`config.mk`:
```
export PLATFORM = sky130hd
export DESIGN_NAME = hpcc_front
export DESIGN_NICKNAME = d
export VERILOG_FILES = /design/src/hpcc_pkg.sv /design/src/hpcc_front.sv
export SDC_FILE = /design/constraint.sdc
export NUM_CORES = 2
export LEC_CHECK = 0
export BUFFER_PORTS_ARGS = -buffer_cell sky130_fd_sc_hd__buf_2
export CORE_UTILIZATION = 43
export DETAILED_ROUTE_END_ITERATION = 12
export SLEW_MARGIN = 15
export SYNTH_ARGS = -nofsm -noshare
export SYNTH_HDL_FRONTEND = slang
export SYNTH_SLANG_ARGS = --single-unit
```
`constraint.sdc`:
```
create_clock -name clk -period 6.93 [get_ports clk]
set_input_delay 0.693 -clock clk [delete_from_list [all_inputs] [get_ports clk]]
set_output_delay 0.693 -clock clk [all_outputs]
set_load 0.05 [all_outputs]
```
`src/hpcc_pkg.sv`:
```
// shared constants and types of the hit pair coincidence cut
package hpcc_pkg;

	// default field widths
	localparam int POS_BITS_DEF = 14;
	localparam int TOT_BITS_DEF = 18;

	// fixed field widths
	localparam int ANGLE_W = 16;
	localparam int LIM_W   = 13;
	localparam int AMIN_W  = 15;
	localparam int OUT_W   = 8;

	localparam logic [ANGLE_W-1:0] FULL_TURN = 16'd36000;

	// register reset values
	localparam logic [LIM_W-1:0]  Z_LIMIT_RST   = 13'd2300;
	localparam logic [LIM_W-1:0]  LOR_LIMIT_RST = 13'd2500;
	localparam logic [AMIN_W-1:0] ANGLE_MIN_RST = 15'd0;

	// register indexes
	localparam int CFG_IDX_W = 3;
	localparam logic [CFG_IDX_W-1:0] REG_Z_LIMIT   = 3'd0;
	localparam logic [CFG_IDX_W-1:0] REG_LOR_LIMIT = 3'd1;
	localparam logic [CFG_IDX_W-1:0] REG_ANGLE_MIN = 3'd2;
	localparam logic [CFG_IDX_W-1:0] REG_TOT_MIN   = 3'd3;
	localparam logic [CFG_IDX_W-1:0] REG_TOT_MAX   = 3'd4;

	// reject reasons
	localparam int REASON_W = 3;
	localparam logic [REASON_W-1:0] REASON_NONE  = 3'd0;
	localparam logic [REASON_W-1:0] REASON_Z     = 3'd1;
	localparam logic [REASON_W-1:0] REASON_LOR   = 3'd2;
	localparam logic [REASON_W-1:0] REASON_ANGLE = 3'd3;
	localparam logic [REASON_W-1:0] REASON_TOT1  = 3'd4;
	localparam logic [REASON_W-1:0] REASON_TOT2  = 3'd5;

	// per stage load enables
	typedef struct packed {
		logic s1;
		logic s2;
		logic s3;
		logic s4;
		logic s5;
	} adv_t;

	// cut failures that travel beside the distance datapath
	typedef struct packed {
		logic z_fail;
		logic ang_fail;
		logic t1_fail;
		logic t2_fail;
	} flags_t;

endpackage

```
`src/hpcc_front.sv`:
```
// stage 1: cross products, differences, angle reduction, z and tot checks
module hpcc_front #(
	parameter int POS_BITS = hpcc_pkg::POS_BITS_DEF,
	parameter int TOT_BITS = hpcc_pkg::TOT_BITS_DEF
) (
	input  logic                              clk,
	input  hpcc_pkg::adv_t                    adv,
	input  logic signed [POS_BITS-1:0]        first_x,
	input  logic signed [POS_BITS-1:0]        first_y,
	input  logic signed [POS_BITS-1:0]        first_z,
	input  logic [hpcc_pkg::ANGLE_W-1:0]      first_angle,
	input  logic [TOT_BITS-1:0]               first_tot,
	input  logic signed [POS_BITS-1:0]        second_x,
	input  logic signed [POS_BITS-1:0]        second_y,
	input  logic signed [POS_BITS-1:0]        second_z,
	input  logic [hpcc_pkg::ANGLE_W-1:0]      second_angle,
	input  logic [TOT_BITS-1:0]               second_tot,
	input  logic [hpcc_pkg::LIM_W-1:0]        z_limit,
	input  logic [hpcc_pkg::LIM_W-1:0]        lor_limit,
	input  logic [TOT_BITS-1:0]               tot_min,
	input  logic [TOT_BITS-1:0]               tot_max,
	output logic signed [2*POS_BITS-1:0]      p1_s1,
	output logic signed [2*POS_BITS-1:0]      p2_s1,
	output logic signed [POS_BITS:0]          dx_s1,
	output logic signed [POS_BITS:0]          dy_s1,
	output logic [hpcc_pkg::ANGLE_W-1:0]      a1_s1,
	output logic [hpcc_pkg::ANGLE_W-1:0]      a2_s1,
	output logic [2*hpcc_pkg::LIM_W-1:0]      lsq_s1,
	output hpcc_pkg::flags_t                  flags_s1
);
	import hpcc_pkg::*;

	localparam int ZW = (POS_BITS > LIM_W) ? POS_BITS : LIM_W;

	logic [POS_BITS-1:0] z1_mag, z2_mag;
	logic [ANGLE_W-1:0]  a1_red, a2_red;
	flags_t              flags;

	always_comb begin
		// negating the most negative value leaves its bit pattern, which reads right unsigned
		z1_mag = first_z[POS_BITS-1] ? $unsigned(-first_z) : $unsigned(first_z);
		z2_mag = second_z[POS_BITS-1] ? $unsigned(-second_z) : $unsigned(second_z);
		// a 16 bit angle is below two full turns, one subtract reduces it
		a1_red = (first_angle >= FULL_TURN) ? first_angle - FULL_TURN : first_angle;
		a2_red = (second_angle >= FULL_TURN) ? second_angle - FULL_TURN : second_angle;
		flags.z_fail   = !((ZW'(z1_mag) < ZW'(z_limit)) && (ZW'(z2_mag) < ZW'(z_limit)));
		flags.ang_fail = 1'b0;
		flags.t1_fail  = (first_tot < tot_min) || (first_tot > tot_max);
		flags.t2_fail  = (second_tot < tot_min) || (second_tot > tot_max);
	end

	always_ff @(posedge clk) begin
		if (adv.s1) begin
			p1_s1    <= first_x * second_y;
			p2_s1    <= second_x * first_y;
			dx_s1    <= (POS_BITS+1)'(first_x) - (POS_BITS+1)'(second_x);
			dy_s1    <= (POS_BITS+1)'(first_y) - (POS_BITS+1)'(second_y);
			a1_s1    <= a1_red;
			a2_s1    <= a2_red;
			lsq_s1   <= lor_limit * lor_limit;
			flags_s1 <= flags;
		end
	end

endmodule

```
==> flow_metrics.py <==
metrics = {
    "clock_network": {
        "cts.path.max_buffers": 2,
        "clock-sinks": 146,
        "numCtsBuffers": 17,
        "clk_pin_slew_ns": 0.08,
        "tritoncts": "yes",
        "htree_levels": 4,
        "post_cts_buffers": 0,
        "ctsHoldBuffers": 0,
        "root_buffer": "clkbuf_16",
        "cts_resized": 0,
    },
    "place": {
        "dp_hpwl_mm": 57.0,
        "io_buffers": 361,
        "place_ws_ns": 0.203,
        "gp_congestion": 0.861,
    },
    "final_layout": {
        "nets": 4291,
        "drive_above_1_share_pct": 13.7,
        "area_delta_synth_final_pct": 12.5,
        "final_common_cell": "inv_1",
        "final_cell_mix": "inv_1, fa_1, buf_2",
        "fin_util_pct": 49.0,
    },
    "synth": {
        "syn_inst": 2921,
        "synth_top_cell_area_share_pct": 34.9,
        "ys_types": 62,
        "synth_area_sq_um": 28100,
        "yosys-top-cells-area": "fa_1, edfxtp_1, ha_1",
        "avgSynthCellArea_sq_um": 9.63,
        "ys_seq_area_share_pct": 15.6,
        "synth-seq-cells": 146,
        "synth_edf_count": 146,
        "yosysTopAreaCell": "fa_1",
        "async_reset_ff_share_pct": 0,
        "synthFlopType": "edfxtp_1",
        "yosysWarnings": 0,
    },
    "timing": {
        "final-setup-viol-count": 0,
        "hold_ws_ns": 0.391,
        "max-slew-margin-rel_pct": 37.3,
        "finalHoldViolations": 0,
        "worst_pin_slew_ns": 0.941,
        "max_freq_ghz": 0.160,
        "final-max-slew-violation-count": 0,
        "final.period_utilization_pct": 90.0,
        "period_needed_ns": 6.23,
        "setup_slack_ns": 0.695,
        "fin_tns_setup_ns": 0,
        "rsz0062_at_grt": "false",
    },
    "grt": {
        "grt_pass1_wl_mm": 112,
        "track_usage_pct": 21.6,
        "grt_start_max_net_pins": 91,
        "grt_pass1_vias": 21400,
        "antenna_found_initial": 11,
        "grt_remaining_overflow": 0,
    },
    "critical_path": {
        "cp-end-kind": "flop",
        "timing_worst_setup_path_type": "in -> reg",
        "crit_family": "adder cells",
        "crit_end": "p2_s1[24]",
        "cp_num_cells": 22,
        "cpPeakStageDelay_ns": 0.53,
        "cp-startpoint": "first_y[2]",
        "path_cells": "buf_2, and2_1, fa_1, inv_1, fa_1, inv_1, fa_1, fa_1, fa_1, inv_1, fa_1, inv_1, ha_1, a21o_1, a21o_1, a21o_1, a2111o_1, o211ai_1, o21ai_1, nor3_1, a21oi_1, xor2_1",
        "crit_slowest_cell": "fa_1",
        "critPathLaunchType": "input pin",
        "path_common_cell": "fa_1",
        "arrival_ns": 6.47,
        "worst-path-buf-inv": 5,
        "worstPathMaxFanout": 15,
        "required_ns": 7.16,
    },
    "status": {
        "outcome": "completed",
    },
    "floorplan": {
        "coreArea_sq_um": 64600,
        "fp.dieW_microns": 258,
        "initial_core_util_pct": 43.5,
        "fp-row-count": 93,
        "die_area_sq_um": 66400,
        "boundaryPins": 368,
        "die_h_microns": 258,
    },
    "power_and_ir_drop": {
        "power.leakage_nw": 16.3,
        "peakVddDrop_mv": 0.476,
        "p_per_area_nw_per_um2": 550,
        "total_power_mw": 17.4,
    },
    "detailed_routing": {
        "drt.antenna.violating_nets": 0,
        "drt-initial-drc-count": 862,
        "via_per_inst": 4.92,
        "vias": 20300,
        "first_pass_iters": 5,
        "finalWirelength_mm": 67.7,
        "drc_errors": 0,
        "wl_per_cell_microns": 16.4,
    },
    "hold_path": {
        "hp-start": "second_angle[1]",
        "min_path_type": "in -> reg",
    },
    "run": {
        "maxCapViolCount": 0,
    },
}
## synth_stat cells, drive strengths merged (2+ instances only)
cell and instances:
inv 685, fa 490, ha 323, nand2 245, and2 220, edfxtp 146, nor2 133, xnor2 109
a21oi 76, clkbuf 74, o21ai 71, a21o 54, xor2 36, nand2b 25, nor2b 24, nor3 24
nand3 23, o21a 16, o21bai 15, a211oi 14, nand4 14, o211ai 13, o31ai 10, and3 9
or3 8, a211o 7, a31oi 7, o41ai 7, a21boi 6, o2111ai 4, or4 4, a31o 3
and4 3, buf 3, o22ai 3, a221oi 2, o221a 2
## area by class of cell
class,instances,area [sq um]
Clock buffer,17,425
Multi-Input combinational cell,2013,20900
Sequential cell,146,4380
Clock inverter,15,239
Fill cell,6253,32900
Timing Repair Buffer,394,2060
Tap cell,855,1070
Antenna cell,4,10.0
Inverter,686,2570
## cell families (layout without fill, tap and decap cells)
logic type	count (synthesis)	count (layout)	share of synthesized area [%]
AO/OA/AOI/OAI	315	315	7.49
XOR/XNOR	145	145	4.52
flip-flops	146	146	15.6
adder cells (fa/ha/maj)	813	813	49.3
buffers and inverters	763	1112	10.2
other	1	6	0.0133
multiplexers	1	1	0.0400
AND/OR/NAND/NOR	737	737	12.9
## per-stage QoR
step                      instances  area, sq um
after floorplan                2922        28100
after global routing           4127        31600
after CTS                      4126        31600
after detailed placement       4094        31000
final                          4130        31600
after global placement         4094        31000
## routing by layer
layer | global-route usage (%) | up-vias | part of all wire, % | routed length, microns
li1 | - | 9739 | - | -
met1 | 28.0 | 10100 | 43 | 29300
met2 | 37.0 | 410 | 50 | 33900
met3 | 3.53 | 76 | 4.6 | 3100
met4 | 5.97 | 12 | 2.1 | 1410
met5 | 0 | - | 0.12 | 81
## state kept, by name, summed over array words and instances, names as in the netlist
name and flops:
lsq_s1 25, a1_s1 16, dy_s1 15, a2_s1 16
flags_s1 3, p2_s1 28, dx_s1 15, p1_s1 28
## how the worst min path moves through the flow
stage	slack [ns]	endpoint	depth (start not counted)
floorplan	0.79	a1_s1[0]	0
global placement	0.87	a2_s1[2]	1
detailed placement	0.87	a2_s1[1]	1
CTS	0.35	a2_s1[1]	1
global route	0.35	a1_s1[1]	1
finish	0.39	a2_s1[1]	1
## report_power, final
part	internal, mW	leakage [nW]	switching, mW
Combinational	5.92	14.5	8.33
Sequential	1.98	1.43	0.0782
Clock	0.622	0.324	0.481
Total	8.53	16.3	8.89
Power figures use the tool's default switching activity.
