--- src/hpcc_pkg.sv ---
// shared constants and types of the hit pair coincidence cut
package hpcc_pkg;

	// default field widths
	localparam int POS_BITS_DEF = 14;
	localparam int TOT_BITS_DEF = 18;

	// fixed field widths
	localparam int ANGLE_W = 16;
	localparam int LIM_W   = 13;
	localparam int AMIN_W  = 15;
	localparam int OUT_W   = 8;

	localparam logic [ANGLE_W-1:0] FULL_TURN = 16'd36000;

	// register reset values
	localparam logic [LIM_W-1:0]  Z_LIMIT_RST   = 13'd2300;
	localparam logic [LIM_W-1:0]  LOR_LIMIT_RST = 13'd2500;
	localparam logic [AMIN_W-1:0] ANGLE_MIN_RST = 15'd0;

	// register indexes
	localparam int CFG_IDX_W = 3;
	localparam logic [CFG_IDX_W-1:0] REG_Z_LIMIT   = 3'd0;
	localparam logic [CFG_IDX_W-1:0] REG_LOR_LIMIT = 3'd1;
	localparam logic [CFG_IDX_W-1:0] REG_ANGLE_MIN = 3'd2;
	localparam logic [CFG_IDX_W-1:0] REG_TOT_MIN   = 3'd3;
	localparam logic [CFG_IDX_W-1:0] REG_TOT_MAX   = 3'd4;

	// reject reasons
	localparam int REASON_W = 3;
	localparam logic [REASON_W-1:0] REASON_NONE  = 3'd0;
	localparam logic [REASON_W-1:0] REASON_Z     = 3'd1;
	localparam logic [REASON_W-1:0] REASON_LOR   = 3'd2;
	localparam logic [REASON_W-1:0] REASON_ANGLE = 3'd3;
	localparam logic [REASON_W-1:0] REASON_TOT1  = 3'd4;
	localparam logic [REASON_W-1:0] REASON_TOT2  = 3'd5;

	// per stage load enables
	typedef struct packed {
		logic s1;
		logic s2;
		logic s3;
		logic s4;
		logic s5;
	} adv_t;

	// cut failures that travel beside the distance datapath
	typedef struct packed {
		logic z_fail;
		logic ang_fail;
		logic t1_fail;
		logic t2_fail;
	} flags_t;

endpackage

--- src/hpcc_mid.sv ---
// stages 2 to 4: squares for the distance test and the angle separation check
module hpcc_mid #(
	parameter int POS_BITS = hpcc_pkg::POS_BITS_DEF,
	localparam int CW    = 2*POS_BITS,
	localparam int LW    = 2*POS_BITS+1,
	localparam int SPL   = (LW+1)/2,
	localparam int LSQ_W = 2*hpcc_pkg::LIM_W
) (
	input  logic                              clk,
	input  hpcc_pkg::adv_t                    adv,
	input  logic signed [CW-1:0]              p1_s1,
	input  logic signed [CW-1:0]              p2_s1,
	input  logic signed [POS_BITS:0]          dx_s1,
	input  logic signed [POS_BITS:0]          dy_s1,
	input  logic [hpcc_pkg::ANGLE_W-1:0]      a1_s1,
	input  logic [hpcc_pkg::ANGLE_W-1:0]      a2_s1,
	input  logic [LSQ_W-1:0]                  lsq_s1,
	input  hpcc_pkg::flags_t                  flags_s1,
	input  logic [hpcc_pkg::AMIN_W-1:0]       angle_min,
	output logic [2*CW-1:0]                   c2_s4,
	output logic [LSQ_W+SPL-1:0]              rlo_s4,
	output logic [LSQ_W+LW-SPL-1:0]           rhi_s4,
	output hpcc_pkg::flags_t                  flags_s4
);
	import hpcc_pkg::*;

	// stage 2
	logic signed [CW:0]       xprod;
	logic [CW-1:0]            cmag;
	logic signed [CW+1:0]     dxsq, dysq;
	logic [ANGLE_W-1:0]       d;
	logic [CW-1:0]            cmag_s2, dx2_s2, dy2_s2;
	logic [ANGLE_W-1:0]       d_s2;
	logic [LSQ_W-1:0]         lsq_s2;
	flags_t                   flags_s2;

	// stage 3
	logic [ANGLE_W:0]         rest;
	flags_t                   flags_c3;
	logic [LW-1:0]            len2_s3;
	logic [CW-1:0]            chh_s3, chl_s3, cll_s3;
	logic [LSQ_W-1:0]         lsq_s3;
	flags_t                   flags_s3;

	always_comb begin
		xprod = (CW+1)'(p1_s1) - (CW+1)'(p2_s1);
		cmag  = xprod[CW] ? CW'($unsigned(-xprod)) : CW'($unsigned(xprod));
		dxsq  = dx_s1 * dx_s1;
		dysq  = dy_s1 * dy_s1;
		d     = (a1_s1 > a2_s1) ? a1_s1 - a2_s1 : a2_s1 - a1_s1;
	end

	always_ff @(posedge clk) begin
		if (adv.s2) begin
			cmag_s2  <= cmag;
			dx2_s2   <= CW'($unsigned(dxsq));
			dy2_s2   <= CW'($unsigned(dysq));
			d_s2     <= d;
			lsq_s2   <= lsq_s1;
			flags_s2 <= flags_s1;
		end
	end

	// separation is min(d, full turn - d); it fails if either side is below the minimum
	always_comb begin
		rest              = {1'b0, FULL_TURN} - {1'b0, d_s2};
		flags_c3          = flags_s2;
		flags_c3.ang_fail = (d_s2 < ANGLE_W'(angle_min)) || (rest < (ANGLE_W+1)'(angle_min));
	end

	// the cross magnitude is squared from its two halves
	always_ff @(posedge clk) begin
		if (adv.s3) begin
			len2_s3  <= {1'b0, dx2_s2} + {1'b0, dy2_s2};
			chh_s3   <= cmag_s2[CW-1:POS_BITS] * cmag_s2[CW-1:POS_BITS];
			chl_s3   <= cmag_s2[CW-1:POS_BITS] * cmag_s2[POS_BITS-1:0];
			cll_s3   <= cmag_s2[POS_BITS-1:0] * cmag_s2[POS_BITS-1:0];
			lsq_s3   <= lsq_s2;
			flags_s3 <= flags_c3;
		end
	end

	always_ff @(posedge clk) begin
		if (adv.s4) begin
			c2_s4    <= {chh_s3, {CW{1'b0}}}
				+ {{(POS_BITS-1){1'b0}}, chl_s3, {(POS_BITS+1){1'b0}}}
				+ {{CW{1'b0}}, cll_s3};
			rlo_s4   <= lsq_s3 * len2_s3[SPL-1:0];
			rhi_s4   <= lsq_s3 * len2_s3[LW-1:SPL];
			flags_s4 <= flags_s3;
		end
	end

endmodule

--- config.mk ---
export PLATFORM = sky130hd
export DESIGN_NAME = hpcc_mid
export DESIGN_NICKNAME = d
export VERILOG_FILES = /design/src/hpcc_pkg.sv /design/src/hpcc_mid.sv
export SDC_FILE = /design/constraint.sdc
export NUM_CORES = 2
export LEC_CHECK = 0
export ABC_AREA = 1
export BUFFER_PORTS_ARGS = -buffer_cell sky130_fd_sc_hd__buf_2
export CAP_MARGIN = 10
export CORE_MARGIN = 2
export CORE_UTILIZATION = 60
export DETAILED_ROUTE_END_ITERATION = 6
export GPL_ROUTABILITY_DRIVEN = 0
export MAX_ROUTING_LAYER = met4
export PLACE_DENSITY = 0.85
export SETUP_SLACK_MARGIN = 0.1
export SLEW_MARGIN = 5
export SYNTH_ARGS = -nofsm -noshare
export SYNTH_HDL_FRONTEND = slang
export SYNTH_SLANG_ARGS = --single-unit
--- constraint.sdc ---
create_clock -name clk -period 10.3 [get_ports clk]
set_input_delay 1.03 -clock clk [delete_from_list [all_inputs] [get_ports clk]]
set_output_delay 1.03 -clock clk [all_outputs]
set_load 0.05 [all_outputs]
==> key figures <==
Outcome
  – Status: finished, violations left
  – Failing checks: DRC

Die
  – FP Rows: approximately 130
  – DIE HEIGHT: about 370 µm
  – IO Count: just over 300
  – Chip Width: 365.9 µm
  – Core Region: around 130000 µm²
  – Initial core utilization: roughly three fifths
  – Die area: roughly 130000 µm²

Finish
  – Commonest non-fill, non-tap cell in the layout: inv_1
  – Fillcell total: 10.24k
  – Ratio of cells with drive above 1 in the final layout: about 5.7%
  – Most frequent cells in the layout: inv_1, nand2_1, fa_1
  – Layout area overhead: 6.037%
  – Fin area: between 80000 and 90000 µm²
  – Net count, final: 11.77k

Placed design
  – HPWL after DPL: around 150000 µm
  – Placed cell area: between 80000 and 90000 µm²
  – PortBufs: 305

Clock tree
  – Clock Tree Root: clkbuf_16
  – CTS resizes: 0
  – CTS max path bufs: 3
  – Clk sinks: between 400 and 500
  – CTS Buf Count: between 40 and 50
  – CTS tree: done
  – CTS Hold Bufs: 0
  – H-tree lvl count: 2
  – Worst skew pair latency: 660 ps
  – Post-CTS Setup Repair Bufs: 0
  – CTS clock-pin slew for the worst setup and hold paths: 60 ps

Detailed routing
  – Vias per cell: 5.475
  – DRT Wirelength: about 190000 µm
  – First-pass DRT Iterations: 7
  – DR DRC count: 21
  – WL/cell: 16.95 µm
  – 1st-iter DRT viols: ~5.2k
  – Remaining antenna violation count: 0
  – Vias: a little over 60k

Logic synthesis
  – Post-Synthesis Cell Area: 78590 µm²
  – Post-synth cell types: 60
  – Number of synthesized flops with an enable pin: between 400 and 500
  – Primary FF master, synth: edfxtp_1
  – Post-synthesis async set-or-reset flop share: 0%
  – YS warnings: 0
  – Syn Nets: ~12k
  – Register area share after synthesis: 15.59%
  – Avg Inst Size Synth: 8.404 µm²
  – Flops & latches, synth: between 400 and 500
  – Synth Instances: roughly 9.4k

Timing
  – Fin crit period: a little under 7000 ps
  – Final Hold Vio Count: 0
  – Final setup violation count: 0
  – Slew HR: 10.18%
  – Measured slew at the worst slew-check pin: 1347 ps
  – Final worst path period share: between 60% and 70%
  – Setup Skew: 31.34 ps
  – RSZ-0062 raised after global routing: false
  – Slew Viols, Final: 0
  – Setup tns final: 0 ps
  – F_max: between 100 and 150 MHz

Global route
  – Vias in the first global route: 66.28k
  – First-pass GRT wire length: around 320000 µm
  – Initial antenna violation count: 10
  – Largest net degree at the start of global routing: 76
  – Total gr overflow: 0
  – All-layer global routing usage: 29.98%

Critical path
  – Critical path class: register to register
  – Crit Path Max Fanout: 29
  – Startpoint Class: register
  – Worst EP required: around 11000 ps
  – Crit path DAT: slightly above 7000 ps
  – Crit. End Element: register

Flow run
  – MaxCap Viol Count: 0

Min path
  – HP Class: register to register
[per-layer routing]
metal	wire length, µm	vias to the layer above	share of wire [%]	global-route usage [%]
met4	9047	0	4.7	13.18
met2	94790	3079	50	50.61
met1	70340	29940	37	35.59
li1	-	27940	-	-
met5	0	-	0	-
met3	16780	716	8.8	4.680
[metrics by stage]
stage	setup slack, ps	std cells	hold WS (ps)	util (%)
floorplan	3761	9351	400.3	-
global placement	3274	11160	401.3	62.90
detailed placement	3090	11160	404.5	62.90
CTS	3528	11250	418.8	64.17
global route	3157	11260	425.1	64.19
finish	3446	11270	417.8	64.19
[cell usage after synthesis, types with 64 or more instances]
master	n	share of area [%]
nand3_1	152	0.97
clkbuf_1	232	1.1
o21ai_0	163	1.0
inv_1	2625	13
nand4_1	64	0.51
xnor2_1	122	1.4
xor2_1	240	2.7
edfxtp_1	408	16
nand2_1	2152	10
nor2_1	300	1.4
a21oi_1	352	2.2
ha_1	780	12
fa_1	1352	34
[sequential cells by signal (all words and copies together), names as in the netlist, 27 cells and up]
register and flops:
len2_s3 29, chl_s3 28, dx2_s2 27, cmag_s2 28, rlo_s4 41, cll_s3 27, rhi_s4 40, dy2_s2 27
chh_s3 27, c2_s4 55
[worst max-delay path, cell delays in order, from the launching register on]
cell and delay, ps:
edfxtp_1 1250, nand2_1 230, fa_1 550, fa_1 490
inv_1 50, fa_1 500, fa_1 450, fa_1 530
inv_1 70, fa_1 480, inv_1 50, ha_1 370
nand2_1 120, nor2_1 170, nand3_1 90, o31ai_1 580
nand3_1 240, o21ai_0 260, xor2_1 100
[logic make-up (layout without fill, tap and decap cells)]
| family | after synthesis | after routing | share of synthesized area (%) |
|---|---|---|---|
| adders and majority gates | 2132 | 2132 | 46.86 |
| and+or+nand+nor | 2809 | 2809 | 14.39 |
| DFF | 408 | 408 | 15.59 |
| AOI/OAI and AO/OA | 695 | 695 | 4.964 |
| other | 1 | 12 | 0.004772 |
| muxes | 7 | 7 | 0.09712 |
| xor gates and xnor gates | 362 | 362 | 4.035 |
| buffers and inverters | 2937 | 3098 | 14.06 |
[path summary, 6_finish.rpt]
kind	start	to	slack (ps)	cells after the start
max	lsq_s3[2]	rhi_s4[39]	3450	18
min	lsq_s2[25]	lsq_s3[25]	420	0
max reg2reg	lsq_s3[2]	rhi_s4[39]	3450	18
min reg2reg	lsq_s2[25]	lsq_s3[25]	420	0
[area by class of cell]
class / count / area [µm²] / share of cell area, %
clock buffer: 52 / 1237 / 1.485
inverter: 2635 / 9891 / 11.87
multi-input combinational: 6006 / 55290 / 66.35
timing repair buffer: 372 / 2048 / 2.458
sequential: 408 / 12250 / 14.70
antenna: 11 / 27.53 / 0.03303
clock inverter: 39 / 409.1 / 0.4910
tap: 1742 / 2180 / 2.616
Power is not shown: default switching activity piles up to over one toggle a cycle in this logic, so the estimate is an artifact.
