===== src/hpcc_pkg.sv =====
// shared constants and types of the hit pair coincidence cut
package hpcc_pkg;

	// default field widths
	localparam int POS_BITS_DEF = 14;
	localparam int TOT_BITS_DEF = 18;

	// fixed field widths
	localparam int ANGLE_W = 16;
	localparam int LIM_W   = 13;
	localparam int AMIN_W  = 15;
	localparam int OUT_W   = 8;

	localparam logic [ANGLE_W-1:0] FULL_TURN = 16'd36000;

	// register reset values
	localparam logic [LIM_W-1:0]  Z_LIMIT_RST   = 13'd2300;
	localparam logic [LIM_W-1:0]  LOR_LIMIT_RST = 13'd2500;
	localparam logic [AMIN_W-1:0] ANGLE_MIN_RST = 15'd0;

	// register indexes
	localparam int CFG_IDX_W = 3;
	localparam logic [CFG_IDX_W-1:0] REG_Z_LIMIT   = 3'd0;
	localparam logic [CFG_IDX_W-1:0] REG_LOR_LIMIT = 3'd1;
	localparam logic [CFG_IDX_W-1:0] REG_ANGLE_MIN = 3'd2;
	localparam logic [CFG_IDX_W-1:0] REG_TOT_MIN   = 3'd3;
	localparam logic [CFG_IDX_W-1:0] REG_TOT_MAX   = 3'd4;

	// reject reasons
	localparam int REASON_W = 3;
	localparam logic [REASON_W-1:0] REASON_NONE  = 3'd0;
	localparam logic [REASON_W-1:0] REASON_Z     = 3'd1;
	localparam logic [REASON_W-1:0] REASON_LOR   = 3'd2;
	localparam logic [REASON_W-1:0] REASON_ANGLE = 3'd3;
	localparam logic [REASON_W-1:0] REASON_TOT1  = 3'd4;
	localparam logic [REASON_W-1:0] REASON_TOT2  = 3'd5;

	// per stage load enables
	typedef struct packed {
		logic s1;
		logic s2;
		logic s3;
		logic s4;
		logic s5;
	} adv_t;

	// cut failures that travel beside the distance datapath
	typedef struct packed {
		logic z_fail;
		logic ang_fail;
		logic t1_fail;
		logic t2_fail;
	} flags_t;

endpackage


===== src/hpcc_decide.sv =====
// stage 5: distance compare and first failing cut
module hpcc_decide #(
	parameter int POS_BITS = hpcc_pkg::POS_BITS_DEF,
	localparam int CW    = 2*POS_BITS,
	localparam int LW    = 2*POS_BITS+1,
	localparam int SPL   = (LW+1)/2,
	localparam int LSQ_W = 2*hpcc_pkg::LIM_W
) (
	input  logic                              clk,
	input  hpcc_pkg::adv_t                    adv,
	input  logic [2*CW-1:0]                   c2_s4,
	input  logic [LSQ_W+SPL-1:0]              rlo_s4,
	input  logic [LSQ_W+LW-SPL-1:0]           rhi_s4,
	input  hpcc_pkg::flags_t                  flags_s4,
	output logic                              accepted_s5,
	output logic [hpcc_pkg::REASON_W-1:0]     reason_s5
);
	import hpcc_pkg::*;

	localparam int RW   = LSQ_W + LW;
	localparam int CMPW = (2*CW > RW) ? 2*CW : RW;

	logic [RW-1:0]       rhs;
	logic                lor_ok;
	logic [REASON_W-1:0] reason;

	always_comb begin
		rhs    = {rhi_s4, {SPL{1'b0}}} + RW'(rlo_s4);
		// coincident hits give 0 < 0 and fail here
		lor_ok = CMPW'(c2_s4) < CMPW'(rhs);
		if (flags_s4.z_fail)
			reason = REASON_Z;
		else if (!lor_ok)
			reason = REASON_LOR;
		else if (flags_s4.ang_fail)
			reason = REASON_ANGLE;
		else if (flags_s4.t1_fail)
			reason = REASON_TOT1;
		else if (flags_s4.t2_fail)
			reason = REASON_TOT2;
		else
			reason = REASON_NONE;
	end

	always_ff @(posedge clk) begin
		if (adv.s5) begin
			reason_s5   <= reason;
			accepted_s5 <= (reason == REASON_NONE);
		end
	end

endmodule

===== config.mk =====
export PLATFORM = sky130hd
export DESIGN_NAME = hpcc_decide
export DESIGN_NICKNAME = d
export VERILOG_FILES = /design/src/hpcc_pkg.sv /design/src/hpcc_decide.sv
export SDC_FILE = /design/constraint.sdc
export NUM_CORES = 1
export LEC_CHECK = 0
export BUFFER_PORTS_ARGS = -buffer_cell sky130_fd_sc_hd__buf_2
export CAP_MARGIN = 20
export CORE_UTILIZATION = 48
export DETAILED_ROUTE_END_ITERATION = 10
export PLACE_DENSITY = 0.83
export SETUP_SLACK_MARGIN = 0.05
export SLEW_MARGIN = 20
export SYNTH_ARGS = -nofsm -noshare
export SYNTH_HDL_FRONTEND = slang
export SYNTH_SLANG_ARGS = --single-unit

===== constraint.sdc =====
create_clock -name clk -period 6.5 [get_ports clk]
set_clock_uncertainty 0.05 [all_clocks]
set_input_delay 1.95 -clock clk [delete_from_list [all_inputs] [get_ports clk]]
set_output_delay 1.95 -clock clk [all_outputs]
set_load 0.01 [all_outputs]

==> results of run 1 <==
## how the worst min path moves through the flow
stage	to	slack (ps)	startpoint	cells after the start
finish	reason_s5[1]	1960	adv[0]	1
global route	reason_s5[1]	1960	adv[0]	1
CTS	reason_s5[1]	1950	adv[0]	1
detailed placement	reason_s5[1]	2180	adv[0]	1
global placement	reason_s5[0]	2160	adv[0]	1
floorplan	accepted_s5	2010	adv[0]	0
## logic make-up (layout without fill, tap and decap cells)
| logic type | after synthesis | count (layout) |
|---|---|---|
| xor+xnor | 37 | 37 |
| compound gates | 129 | 129 |
| flops | 4 | 4 |
| fa+ha+maj | 81 | 81 |
| simple gates | 129 | 129 |
| buf+inv | 29 | 175 |
## layer usage
metal  GRT usage (%)  vias up  part of all wire (%)
met5               0        -                     0
met4            7.54        0                   2.1
met3            1.87       18                   5.5
met2            47.5      140                    50
met1            30.8     1624                    43
li1                -     1840                     -
## power breakdown
| part | switching [W] | total, W | internal (W) |
|---|---|---|---|
| clock network | 0.0000133 | 0.0000528 | 0.0000395 |
| registers | 0.000000495 | 0.0000313 | 0.0000308 |
| logic | 0.000184 | 0.000339 | 0.000156 |
## layout make-up
cell class,instances,share of cell area (%)
clock buffer,3,1.04
multi-input combinational,376,72.6
tap,75,2.37
inverter,26,2.47
sequential,4,3.04
timing repair buffer,146,18.5
## sequential cells by signal, summed over array words and instances, names as in the netlist
| register | count |
|---|---|
| accepted_s5 | 1 |
| reason_s5 | 3 |
## per-stage QoR
| stage | power (W) | util [%] | hold slack [ps] | std cells | setup WS, ps |
|---|---|---|---|---|---|
| after floorplan | 0.000262 | - | 2010 | 409 | 1200 |
| after global placement | 0.000353 | 64.5 | 2160 | 627 | 616 |
| after detailed placement | 0.000367 | 64.5 | 2180 | 627 | 556 |
| after CTS | 0.000423 | 65.2 | 1950 | 630 | 774 |
| after global routing | 0.000472 | 65.2 | 1960 | 630 | 399 |
| final | 0.000424 | 65.2 | 1960 | 630 | 811 |
## synth_stat cells, drive strengths merged (2+ instances only)
cell / number / area (um2)
ha: 80 / 1000
a21oi: 47 / 239
nand2: 31 / 119
inv: 26 / 97.6
nor2: 25 / 96.4
o21ai: 24 / 124
xor2: 20 / 175
nand3: 19 / 108
xnor2: 17 / 149
a21o: 16 / 120
nand4: 12 / 75.1
nor3: 10 / 50.1
o211ai: 9 / 72.6
a211oi: 7 / 70.1
a21boi: 7 / 56.3
and3: 7 / 43.8
nor2b: 5 / 31.3
and2: 4 / 25.0
edfxtp: 4 / 120
nand2b: 4 / 25.0
buf: 3 / 17.5
a221oi: 2 / 17.5
a31oi: 2 / 18.8
a41oi: 2 / 17.5
and4: 2 / 17.5
nor3b: 2 / 15.0
nor4: 2 / 12.5
o21a: 2 / 15.0
o21bai: 2 / 15.0
or3: 2 / 12.5
==> impl_metrics.csv, run 1 <==
group,metric,value,unit
outcome,status,"completed",
timing,grt_setup_unrepaired,"no",
final_layout,syn_to_final_growth,27.3,%
final_layout,antenna_cells,0,
die,rows,28,
drt,drt_iter0_markers,121,
worst_setup_path,setup.worst_path.end_class,"flip-flop",
synthesis,synth-simple-area-share,21.6,%
drt,avgRoutedWirePerCell,13.8,um
synthesis,synth_edf_count,4,
timing,tightest_slew,461,ps
grt,grt_overflow,0,
final_layout,nFillCells,548,
timing,layout_min_cycle_time,5690,ps
worst_setup_path,critPathKind,"in -> reg",
drt,via_count,3622,
grt,grt_pass1_vias,3286,
grt,antenna_found_initial,0,
die,ios,151,
worst_setup_path,crit_required,6420,ps
synthesis,syn-num-nets,637,
synthesis,ys_seq_area_share,3.87,%
synthesis,synth-main-ff-cell,"edfxtp_1",
worst_setup_path,cp-start-kind,"input pin",
grt,grt_pass1_wl,13600,um
final_layout,final_cell_mix,"146 x buf_2, 80 x ha_1, 46 x a21oi_1",
final_layout,final_common_cell,"buf_2",
clocking,root_buffer,"clkbuf_8",
final_layout,finalInstanceArea,3950,um2
place,dp_hpwl,7710,um
drt,drc,0,
final_layout,seqCellArea,120,um2
drt,postRouteAntennaNets,0,
flow_run,max_cap_violations,0,
clocking,path_clk_slew,30,ps
worst_setup_path,critPathCapture,"reason_s5[1]",
synthesis,syn_area,3100,um2
pwr,power_density,107,nW/um2
worst_setup_path,setup.worst_path.start,"rlo_s4[15]",
die,initial_core_util,51.2,%
synthesis,yosys-mux-area-fraction,0,%
timing,fmax,0.176,GHz
timing,slew_headroom,69.3,%
synthesis,synthXorXnorAreaFrac,10.4,%
clocking,postCtsSetupBuffers,0,
die,core_area,6060,um2
timing,setup_viol,0,
clocking,numCtsBuffers,3,
worst_setup_path,worstPathCellList,"buf_2 > ha_1 > inv_1 > fa_1 > nand2b_1 > a21oi_1 > o211ai_1 > and4b_1 > nor2_2 > nand2_1 > xor2_1 > ha_1 > a21o_1 > nand3_1 > a21oi_1 > a2111oi_0 > and3_1 > o211ai_1 > nor2b_1",
synthesis,ys_ff_latch,4,
grt,grt_usage,25.5,%
clocking,cts_sinks,4,
clocking,ctsResizeCount,0,
worst_setup_path,max_stage_delay,420,ps
worst_hold_path,worst_hold_path_type,"in -> reg",
clocking,cts-htree-levels,1,
place,io_buffer_count,146,
synthesis,yosysWarnings,0,
synthesis,avgSynthCellArea,7.59,um2
timing,timing.setup.tns,0,ps
die,die_h,82.4,um
synthesis,netlist_instances,409,
die,die_w,82.4,um
synthesis,synth_top_family_by_area,"adder cells",
worst_setup_path,cp_max_fo,6,
clocking,cts_tree,"built",
synthesis,synth_cell_types,57,
final_layout,multiInputGateArea,2870,um2
place,place_congestion,0.927,
pwr,ir_worst_vdd,0.0843,mV
worst_setup_path,crit_family,"simple AND/OR/NAND/NOR gates",
final_layout,final_layout_size_suffix_gt1_share,28.8,%
pwr,p_leak,2.03,nW
worst_setup_path,cp_data_arrival_time,5610,ps
worst_setup_path,critPathBufInv,2,
synthesis,synth-compound-area-share,27.5,%
worst_setup_path,cpMaxStageDelayCell,"a2111oi_0",
worst_setup_path,crit_cells,19,
grt,grt_max_degree,11,
place,place_area,3910,um2
die,die_area,6790,um2
clocking,clk_path_buf_depth,2,
drt,viasPerCell,5.75,
drt,dr.pass1.iters,4,
timing,finalCritPeriodShare,87.5,%
timing,finalMaxSlewViolations,0,
clocking,ctsHoldBuffers,0,
synthesis,async_flop_share,0,%
drt,routed_wl,8670,um
timing,hold_violations,0,
synthesis,synth_fa_ha_area_share,32.9,%
final_layout,final_nets,785,
(Power assumes the default switching activity.)
==> run 2: changes to the inputs <==
--- a/config.mk
+++ b/config.mk
@@ -7,9 +7,9 @@
 export LEC_CHECK = 0
 export BUFFER_PORTS_ARGS = -buffer_cell sky130_fd_sc_hd__buf_2
 export CAP_MARGIN = 20
-export CORE_UTILIZATION = 48
+export CORE_UTILIZATION = 40
 export DETAILED_ROUTE_END_ITERATION = 10
-export PLACE_DENSITY = 0.83
+export PLACE_DENSITY = 0.71
 export SETUP_SLACK_MARGIN = 0.05
 export SLEW_MARGIN = 20
 export SYNTH_ARGS = -nofsm -noshare
==> impl_metrics.csv, run 2 (synthesis results as in run 1) <==
group,metric,value,unit
final_layout,largest_reg_flops,3,
timing,layout_min_cycle_time,5730,ps
clocking,cts-htree-levels,1,
final_layout,syn_to_final_growth,28.5,%
die,rows,31,
pwr,seqPwrFrac,7.4,%
die,core_area,7370,um2
final_layout,multiInputGateArea,2870,um2
outcome,status,"completed",
worst_setup_path,cp-start-kind,"input pin",
clocking,cts_sinks,4,
clocking,ctsHoldBuffers,0,
worst_setup_path,worstPathCellList,"buf_2 > ha_1 > inv_1 > fa_1 > nand2b_1 > a21oi_1 > o211ai_1 > and4b_1 > nor2_2 > nand2_1 > xor2_1 > ha_1 > a21o_1 > nand3_1 > a21oi_1 > a2111oi_0 > and3_1 > o211ai_1 > nor2b_1",
clocking,root_buffer,"clkbuf_8",
worst_setup_path,cpMaxStageDelayCell,"a2111oi_0",
place,dp_hpwl,7580,um
drt,avgRoutedWirePerCell,12.9,um
worst_setup_path,crit_required,6420,ps
final_layout,final_common_cell,"buf_2",
final_layout,fin_cells,655,
drt,routed_wl,8440,um
pwr,p_leak,2.03,nW
clocking,ctsResizeCount,0,
die,ios,151,
final_layout,top_regs,"reason_s5 (3), accepted_s5 (1)",
pwr,power_density,106,nW/um2
timing,finalMaxSlewViolations,0,
grt,grt_pass1_wl,14000,um
drt,drc,0,
final_layout,seqCellArea,120,um2
pwr,ir_worst_vdd,0.0408,mV
pwr,total_power,0.000421,W
place,place_congestion,0.885,
flow_run,max_cap_violations,0,
pwr,clockPowerShare,12.6,%
final_layout,top_register,"reason_s5",
drt,postRouteAntennaNets,0,
drt,viasPerCell,5.40,
grt,grt_pass1_vias,3311,
place,place_inst,652,
grt,grt_usage,20.1,%
clocking,postCtsSetupBuffers,0,
clocking,numCtsBuffers,3,
worst_setup_path,cp_data_arrival_time,5650,ps
worst_setup_path,max_stage_delay,400,ps
grt,grt_max_degree,11,
drt,dr.pass1.iters,4,
timing,grt_setup_unrepaired,"no",
timing,slew_headroom,70.7,%
pwr,p_sw,0.000195,W
worst_setup_path,crit_family,"simple AND/OR/NAND/NOR gates",
final_layout,antenna_cells,0,
pwr,switching_share,46.3,%
final_layout,final_nets,786,
timing,tightest_slew,433,ps
pwr,p_int,0.000226,W
pwr,combPwrFrac,80.0,%
final_layout,final_cell_mix,"146 x buf_2, 80 x ha_1, 46 x a21oi_1",
grt,antenna_found_initial,0,
timing,setup_viol,0,
timing,timing.setup.tns,0,ps
die,initial_core_util,42.1,%
worst_setup_path,critPathBufInv,2,
worst_hold_path,worst_hold_path_type,"in -> reg",
die,die_w,90.1,um
clocking,path_clk_slew,30,ps
place,io_buffer_count,146,
die,die_h,90.1,um
timing,finalCritPeriodShare,88.2,%
die,die_area,8110,um2
drt,drt_iter0_markers,73,
final_layout,nFillCells,727,
worst_setup_path,setup.worst_path.end_class,"flip-flop",
drt,via_count,3536,
final_layout,final_layout_size_suffix_gt1_share,29.0,%
clocking,clk_path_buf_depth,2,
worst_setup_path,critPathKind,"in -> reg",
timing,fmax,0.174,GHz
clocking,cts_tree,"built",
timing,hold_violations,0,
worst_setup_path,cp_max_fo,6,
grt,grt_overflow,0,
==> run 2: cell count changes in the layout (fill, tap and decap cells not counted) <==
cell	delta
buf_4	+1
==> run 2: cell type report <==
| cell class | instances | area share (%) |
|---|---|---|
| timing repair buffer | 147 | 18.5 |
| inverter | 26 | 2.45 |
| sequential | 4 | 3.01 |
| multi-input combinational | 376 | 71.9 |
| clock buffer | 3 | 1.04 |
| tap | 99 | 3.11 |
==> run 2: metrics by stage <==
stage	hold WS, ps	util [%]	setup WS, ps	instance area (um2)
4_1_cts	1940	54.1	694	3990
5_1_grt	1950	54.1	340	3990
2_1_floorplan	2010	-	1200	3100
3_3_place_gp	2160	53.6	546	3950
3_5_place_dp	2160	53.6	381	3950
6_report	1940	54.1	768	3990
==> run 2: layer usage <==
metal,share of wire (%),up-vias,wire (um),GRT usage [%]
met5,0,-,0,0
met4,1.6,0,135,4.84
met3,4.6,11,386,1.44
met2,47,111,3990,36.5
met1,46,1572,3920,25.5
li1,-,1842,-,-
==> run 2: final timing paths <==
| check | startpoint | endpoint | slack, ps | cells past startpoint |
|---|---|---|---|---|
| min | adv[0] | reason_s5[0] | 1940 | 1 |
| max | rlo_s4[15] | reason_s5[1] | 770 | 19 |
==> run 2: power by group through the flow <==
stage,combinational (W),clock (W),sequential (W)
after floorplan,0.000230,0,0.0000328
after global placement,0.000326,0,0.0000316
after global routing,0.000384,0.0000554,0.0000316
after detailed placement,0.000336,0,0.0000317
after CTS,0.000338,0.0000532,0.0000314
final,0.000337,0.0000530,0.0000313
